### config.mk
export PLATFORM = sky130hd
export DESIGN_NAME = rmfa_cordic_cell
export DESIGN_NICKNAME = d
export VERILOG_FILES = /design/src/design/rmfa_pkg.sv /design/src/design/rmfa_cordic_cell.sv
export SDC_FILE = /design/constraint.sdc
export NUM_CORES = 1
export LEC_CHECK = 0
export BUFFER_PORTS_ARGS = -buffer_cell sky130_fd_sc_hd__buf_4
export CORE_ASPECT_RATIO = 0.9
export CORE_MARGIN = 2
export CORE_UTILIZATION = 30
export DETAILED_ROUTE_END_ITERATION = 10
export GPL_ROUTABILITY_DRIVEN = 1
export GPL_TIMING_DRIVEN = 0
export PLACE_DENSITY_LB_ADDON = 0.3
export SYNTH_ARGS = -nofsm -noshare
export SYNTH_HDL_FRONTEND = slang
export SYNTH_SLANG_ARGS = --single-unit
### constraint.sdc
create_clock -name i_clk -period 3.48 [get_ports i_clk]
set_clock_uncertainty 0.05 [all_clocks]
set_input_delay 0.348 -clock i_clk [delete_from_list [all_inputs] [get_ports i_clk]]
set_output_delay 0.348 -clock i_clk [all_outputs]
set_load 0.005 [all_outputs]
### src/design/rmfa_pkg.sv
// shared constants, types and functions for the rotation matrix unit
package rmfa_pkg;

    localparam int ANGLE_BITS_DEF    = 16;
    localparam int FRACTION_BITS_DEF = 16;
    localparam int IN_ANGLE_W        = 16;
    localparam int CORDIC_STEPS      = 28;
    localparam int WORK_FRAC         = 30;
    localparam int WORK_W            = 34;
    localparam int PHASE_W           = 32;
    localparam int Z_W               = 32;

    typedef logic signed [WORK_W-1:0] t_work;

    typedef enum logic {
        OP_ATTITUDE = 1'b0,
        OP_FRAME    = 1'b1
    } t_op;

    typedef struct packed {
        logic signed [WORK_W-1:0] x;
        logic signed [WORK_W-1:0] y;
        logic signed [Z_W-1:0]    z;
        logic [1:0]               quad;
    } t_cordic;

    // atan(2^-i) in units of 2^-32 turn
    function automatic logic signed [Z_W-1:0] atan_turn(input logic [4:0] idx);
        logic signed [Z_W-1:0] v;
        case (idx)
            5'd0:  v = 32'sd536870912;
            5'd1:  v = 32'sd316933406;
            5'd2:  v = 32'sd167458907;
            5'd3:  v = 32'sd85004756;
            5'd4:  v = 32'sd42667331;
            5'd5:  v = 32'sd21354465;
            5'd6:  v = 32'sd10679838;
            5'd7:  v = 32'sd5340245;
            5'd8:  v = 32'sd2670163;
            5'd9:  v = 32'sd1335087;
            5'd10: v = 32'sd667544;
            5'd11: v = 32'sd333772;
            5'd12: v = 32'sd166886;
            5'd13: v = 32'sd83443;
            5'd14: v = 32'sd41722;
            5'd15: v = 32'sd20861;
            5'd16: v = 32'sd10430;
            5'd17: v = 32'sd5215;
            5'd18: v = 32'sd2608;
            5'd19: v = 32'sd1304;
            5'd20: v = 32'sd652;
            5'd21: v = 32'sd326;
            5'd22: v = 32'sd163;
            5'd23: v = 32'sd81;
            5'd24: v = 32'sd41;
            5'd25: v = 32'sd20;
            5'd26: v = 32'sd10;
            5'd27: v = 32'sd5;
            default: v = '0;
        endcase
        return v;
    endfunction

    // q30 product, round half up
    function automatic t_work qmul(input t_work a, input t_work b);
        logic signed [2*WORK_W-1:0] p;
        p = a * b + (68'sd1 <<< (WORK_FRAC - 1));
        return t_work'(p >>> WORK_FRAC);
    endfunction

endpackage

### src/design/rmfa_cordic_cell.sv
// one cordic micro-rotation stage for three angle lanes
module rmfa_cordic_cell
    import rmfa_pkg::*;
#(
    parameter int STEP = 0
) (
    input  logic    i_clk,
    input  logic    i_rst_n,
    input  logic    i_vld,
    input  logic    i_op,
    input  t_cordic i_lane [3],
    output logic    o_vld,
    output logic    o_op,
    output t_cordic o_lane [3]
);

    localparam logic signed [Z_W-1:0] ATAN = atan_turn(5'(STEP));

    logic    r_vld;
    logic    r_op;
    t_cordic r_lane [3];
    t_cordic n_lane [3];

    always_comb begin
        for (int k = 0; k < 3; k++) begin
            n_lane[k].quad = i_lane[k].quad;
            if (!i_lane[k].z[Z_W-1]) begin
                n_lane[k].x = i_lane[k].x - (i_lane[k].y >>> STEP);
                n_lane[k].y = i_lane[k].y + (i_lane[k].x >>> STEP);
                n_lane[k].z = i_lane[k].z - ATAN;
            end else begin
                n_lane[k].x = i_lane[k].x + (i_lane[k].y >>> STEP);
                n_lane[k].y = i_lane[k].y - (i_lane[k].x >>> STEP);
                n_lane[k].z = i_lane[k].z + ATAN;
            end
        end
    end

    always_ff @(posedge i_clk) begin
        if (!i_rst_n) begin
            r_vld <= 1'b0;
        end else begin
            r_vld <= i_vld;
        end
        r_op   <= i_op;
        r_lane <= n_lane;
    end

    assign o_vld  = r_vld;
    assign o_op   = r_op;
    assign o_lane = r_lane;

endmodule

Word level (Yosys, flattened, before mapping)

Cells that the tools add are included.

Add/sub/neg operators: 15
Multiplexer cells: 3

Operators by type and width:

| operator                                                               | count |
|---|---|
| 100-bit two-way mux                                                    | 3 |
| 34-bit subtractor                                                      | 6 |
| 34-bit adder                                                           | 3 |
| 32-bit by 31-bit adder with 32-bit output (second input constant)      | 3 |
| 32-bit by 31-bit subtractor with 32-bit output (second input constant) | 3 |

Register bits: 308
Bits of input ports: 310
Output and inout port bits: 308
Word-level logic and storage cells: 32

Logic depth before layout (Yosys ltp)

Depth in word-level cells: 2
Gate-level depth with buffers: 13
Depth with buffers taken out: 13

Least setup slack after synthesis

OpenSTA, ideal clock, no wires.

Kind: input-to-reg
Start point: input port i_lane[34] (netlist bit)
End point: register r_lane, in the netlist o_lane[66]
Library setup time: 0.125 ns
Data arrival time: 2.736 ns
Required time: 3.305 ns
Path slack: 0.568 ns
Stages on the path: 11
Buffers on the path: 0
Path through: ha_1 -> fa_1 -> a21oi_2 -> o211ai_2 -> a211oi_2 -> o31ai_4 -> a32oi_1 -> a311oi_1 -> a311o_1 -> a21o_1 -> xnor2_1

RTL lines:

| element              | line                   | text |
|---|---|---|
| from (decl)          | rmfa_cordic_cell.sv:11 | `input t_cordic i_lane [3],` |
| to (signal assigned) | rmfa_cordic_cell.sv:46 | `r_lane <= n_lane;` |
| to (decl)            | rmfa_cordic_cell.sv:21 | `t_cordic r_lane [3];` |

==> results.md <==
Finish:
- At the end of the flow the core is filled with cells to 41.2%.
- The top cell types in the final layout, fill and taps aside, are sky130_fd_sc_hd__buf_4 (622), sky130_fd_sc_hd__a21oi_1 (335), sky130_fd_sc_hd__inv_1 (308).
- The count of cells in the finished layout, fillers not included, comes to approximately 4700.
- Relative to the synthesized area, the layout overhead comes to 36.4%.
- The post-route standard cell area excluding fillers is 31300 sq um.
- In the final design database the tool counted 4246 nets.
- The post-route netlist has 20.6% of its cells at a drive strength greater than 1.
- The most common cell after layout, fill and taps aside is sky130_fd_sc_hd__buf_4.
- The layout has 7877 filler cells.

Critical path:
- The number of buffers and inverters on the critical path is 2.
- The signal on the critical path passes through buf_4, inv_1, ha_1, fa_1, nor2b_1, o21ai_0, a21o_1, a21o_1, o311ai_1, a31oi_1, o21bai_1, a221oi_1, mux2i_1, xnor2_1.
- STA puts the critical path data required time at 3.85 ns.
- The slowest stage cell on the critical path is sky130_fd_sc_hd__o311ai_1.
- Among the stages of the critical path, the cell type that occurs most often is sky130_fd_sc_hd__a21o_1.
- Along the worst path, the maximum fanout reaches 3.
- The startpoint class of the critical path is a primary input.
- For the worst setup path, the data arrival time is between 3 and 4 ns.
- The critical path class is in -> reg.
- In this design, the stage delay of the slowest critical-path cell is 0.55 ns.
- The kind of cell adding the most delay to the critical path is compound AO/OA/AOI/OAI gates.
- The worst setup path is captured at a flop.

Synth:
- The mean post-synth cell area is 7.99 sq um.
- The number of nets produced by synthesis is between 3000 and 4000.
- The post-synth design cell area is 22900 sq um.
- The number of flops mapped to enable cells by yosys is 0.
- Sequential cells were found to cover 26.6% of the synthesized design area.
- In the synthesized netlist the dominant register cell turns out to be sky130_fd_sc_hd__dfxtp_1.
- After synthesis, the share of flip-flops with an asynchronous set or reset is 0%.
- The netlist uses 87 different library cells.
- Synthesis inferred slightly above 300 register bits.
- During synthesis, Yosys emitted a total of 0 warnings.
- In the synthesized netlist, the number of instances is 2869.

STA:
- The setup TNS is 0 ns.
- Setup repair after global routing left no endpoint under its margin.
- The worst path uses ~98% of the clock period.
- Measured against its own limit, the worst slew margin works out to around a fifth.
- The tightest hold path in the finished design has a slack of 0.0344 ns.
- The worst setup margin is 0.0685 ns.
- The maximum clock rate is between 200 and 300 MHz.
- The number of endpoints with negative hold slack in the final report is 0.
- The smallest clock period supported by the final layout is computed as 3.41 ns.
- The final-report setup violation count is 0.
- The total count of max-transition violations in the final report is 0.
- At the pin with the least slew margin, the transition time is 1.18 ns.

Pwr:
- The largest vdd supply drop is 0.000397 V.
- In this run switching power makes up approximately a third of total power.
- The post-layout total power is 13.7 mW.
- The internal cell power is 8.97 mW.
- Dividing total power by cell area gives a power density of 437 nW/um^2.
- Registers are responsible for 31.9% of the overall power.
- For this design the total switching power over the nets is 4.70 mW.
- The share of total power in the clock network is a little under a third.
- Per report_power, the combinational group accounts for approximately 37% of the total.
- For this design the static power due to leakage is approximately 15 nW.

Floorplan:
- In this run the vertical extent of the chip is 266 um.
- The initialized floorplan defines 96 standard-cell rows.
- In this run the count of I/O pins placed on the die edge is 618.
- The area of the die is roughly 80000 sq um.
- From left edge to right edge, the die measures just under 300 um.
- For this configuration, the core starts out at a cell density of between 30% and 40%.
- The region available for standard cell placement spans 75900 sq um.

Route:
- The violation count after the first detailed-route iteration is approximately 2100.
- For this run, design rule violations remaining after detail routing come to 0.
- In this run the remaining antenna-violating nets after routing total 0.
- The routed wirelength normalized by instance count is approximately 21 um.
- The count of vias placed by the detailed router is 24364.
- For this run, the detailed router's first-pass iteration total came to 6.
- Wires add up to 98700 um.
- Using the TritonRoute via totals, the vias-per-cell ratio works out to 5.19.

Worst hold path:
- The class of the most critical hold timing path is in -> reg.
- The sink of the worst hold path is o_lane[236].
- In this run the most critical hold path is launched from i_lane[236].
- The cell count of the worst hold path is 2.

Place:
- The half-perimeter wire length of the detailed placement result is 79400 um.
- The number of buffers added on ports is 615.
- The cell count after placement is 4513.
- The placed standard-cell area is 28800 sq um.
- The placement-stage worst setup slack is -0.685 ns.
- Routability-driven placement finished with a final weighted congestion of 0.984.

Global routing:
- The pin count of the biggest net entering global routing is 14.
- The met3 usage is just over 6%.
- met2 is the most crowded layer.
- The first global-routing pass estimated 143000 um of wire.
- For this run, global-route usage on met2 was measured as 37.2%.
- The initial antenna violation count came to 16.
- The via count of the first global-routing pass is roughly 23000.
- The met1 layer usage reported by global route is about a third.
- The all-layer global routing usage is 23.7%.
- Global routing finished with a remaining overflow of 0.

CTS:
- The clock root buffer is sky130_fd_sc_hd__clkbuf_16.
- The clock tree from TritonCTS is yes.
- The number of clock buffers added by TritonCTS is 38.
- The maximum root-to-sink buffer count is 3.
- After clock tree synthesis, the clock-pin slew on the worst setup and hold paths is approximately 0.060 ns.
- For this design, the sink count on the clock tree is 305.
- The clock tree synthesis step divided the H-tree into 2 levels.
- Buffers added to address setup during post-CTS repair amount to 0.

Outcome:
- The flow ran to the end, and the final reports show no timing, DRC or antenna violations.

Flow run:
- Across the run, the number of max-cap violations was 0.
-- worst max-delay path by stage --
stage | start | to | slack (ns) | cells past startpoint
after floorplan | i_lane[34] | o_lane[66] | 0.57 | 11
after global placement | i_lane[48] | o_lane[101] | -0.80 | 14
after detailed placement | i_lane[48] | o_lane[101] | -0.69 | 14
after CTS | i_lane[238] | o_lane[298] | 0.03 | 13
after global routing | i_lane[140] | o_lane[202] | 0.01 | 14
final | i_lane[136] | o_lane[166] | 0.07 | 14
-- cell usage after synthesis (9+ instances only) --
library cell	instances	area (sq um)
sky130_fd_sc_hd__nor2_1	204	766
sky130_fd_sc_hd__xnor2_1	175	1530
sky130_fd_sc_hd__or2_2	10	62.6
sky130_fd_sc_hd__o21ai_0	177	886
sky130_fd_sc_hd__o211ai_1	28	210
sky130_fd_sc_hd__o31ai_1	30	225
sky130_fd_sc_hd__fa_1	12	240
sky130_fd_sc_hd__mux2i_1	45	450
sky130_fd_sc_hd__inv_1	308	1160
sky130_fd_sc_hd__nand2b_1	34	213
sky130_fd_sc_hd__buf_1	20	75.1
sky130_fd_sc_hd__a211oi_1	32	240
sky130_fd_sc_hd__nor2b_1	28	175
sky130_fd_sc_hd__a221oi_1	9	78.8
sky130_fd_sc_hd__a31oi_1	34	213
sky130_fd_sc_hd__nand3_1	34	170
sky130_fd_sc_hd__a211o_1	10	87.6
sky130_fd_sc_hd__nand2_1	139	522
sky130_fd_sc_hd__dfxtp_1	305	6110
sky130_fd_sc_hd__and2_1	16	100
sky130_fd_sc_hd__ha_1	297	3720
sky130_fd_sc_hd__nor4_1	15	93.8
sky130_fd_sc_hd__clkbuf_1	83	312
sky130_fd_sc_hd__a21o_1	83	623
sky130_fd_sc_hd__o21a_1	25	188
sky130_fd_sc_hd__a21oi_1	335	1680
sky130_fd_sc_hd__a2111oi_0	12	105
sky130_fd_sc_hd__and3_1	10	62.6
sky130_fd_sc_hd__buf_2	21	105
sky130_fd_sc_hd__nand4_1	25	156
sky130_fd_sc_hd__xor2_1	20	175
sky130_fd_sc_hd__o21bai_1	66	495
sky130_fd_sc_hd__nor3_1	54	270
sky130_fd_sc_hd__clkinv_1	12	45.0
sky130_fd_sc_hd__or3_1	14	87.6
-- power by group through the flow --
stage / clock (mW) / sequential [mW] / combinational, mW
after floorplan: 0 / 4.45 / 2.39
after global placement: 0 / 4.43 / 4.89
after detailed placement: 0 / 4.44 / 4.85
after CTS: 4.39 / 4.37 / 4.98
after global routing: 4.50 / 4.42 / 5.43
final: 4.24 / 4.36 / 5.07
-- kinds of logic after synthesis --
logic type | share of synthesized area [%]
DFF | 26.6
xor gates and xnor gates | 7.45
and+or+nand+nor | 12.4
AOI/OAI and AO/OA | 26.6
buffers and inverters | 7.68
adders and majority gates | 17.3
muxes | 2.01
-- registers in the layout, summed over array words and instances, names as in the netlist --
| name | flops |
|---|---|
| o_lane | 303 |
| o_op | 1 |
| o_vld | 1 |
-- final cells by class --
class | count | area [sq um] | area share, %
antenna | 9 | 22.5 | 0.0720
buffer | 131 | 544 | 1.74
clock buffer | 53 | 1140 | 3.64
clock inverter | 15 | 195 | 0.624
inverter | 324 | 1220 | 3.89
multi-input combinational | 2109 | 15100 | 48.3
sequential | 305 | 6110 | 19.5
tap | 1029 | 1290 | 4.12
timing repair buffer | 718 | 5650 | 18.1
-- metal layers --
layer,share of wire (%),wire [um]
met4,3.1,3040
met1,43,42100
met5,0.089,88
met2,44,43700
met3,9.9,9760
-- what timing repair did --
| item | 4_1_cts | 5_1_grt |
|---|---|---|
| gates resized for setup | 1 | 14 |
| endpoints found under the hold margin | 103 | 0 |
| hold buffers | 103 | 0 |
| setup endpoints to repair | 3 | 12 |
Power figures use the tool's default switching activity.
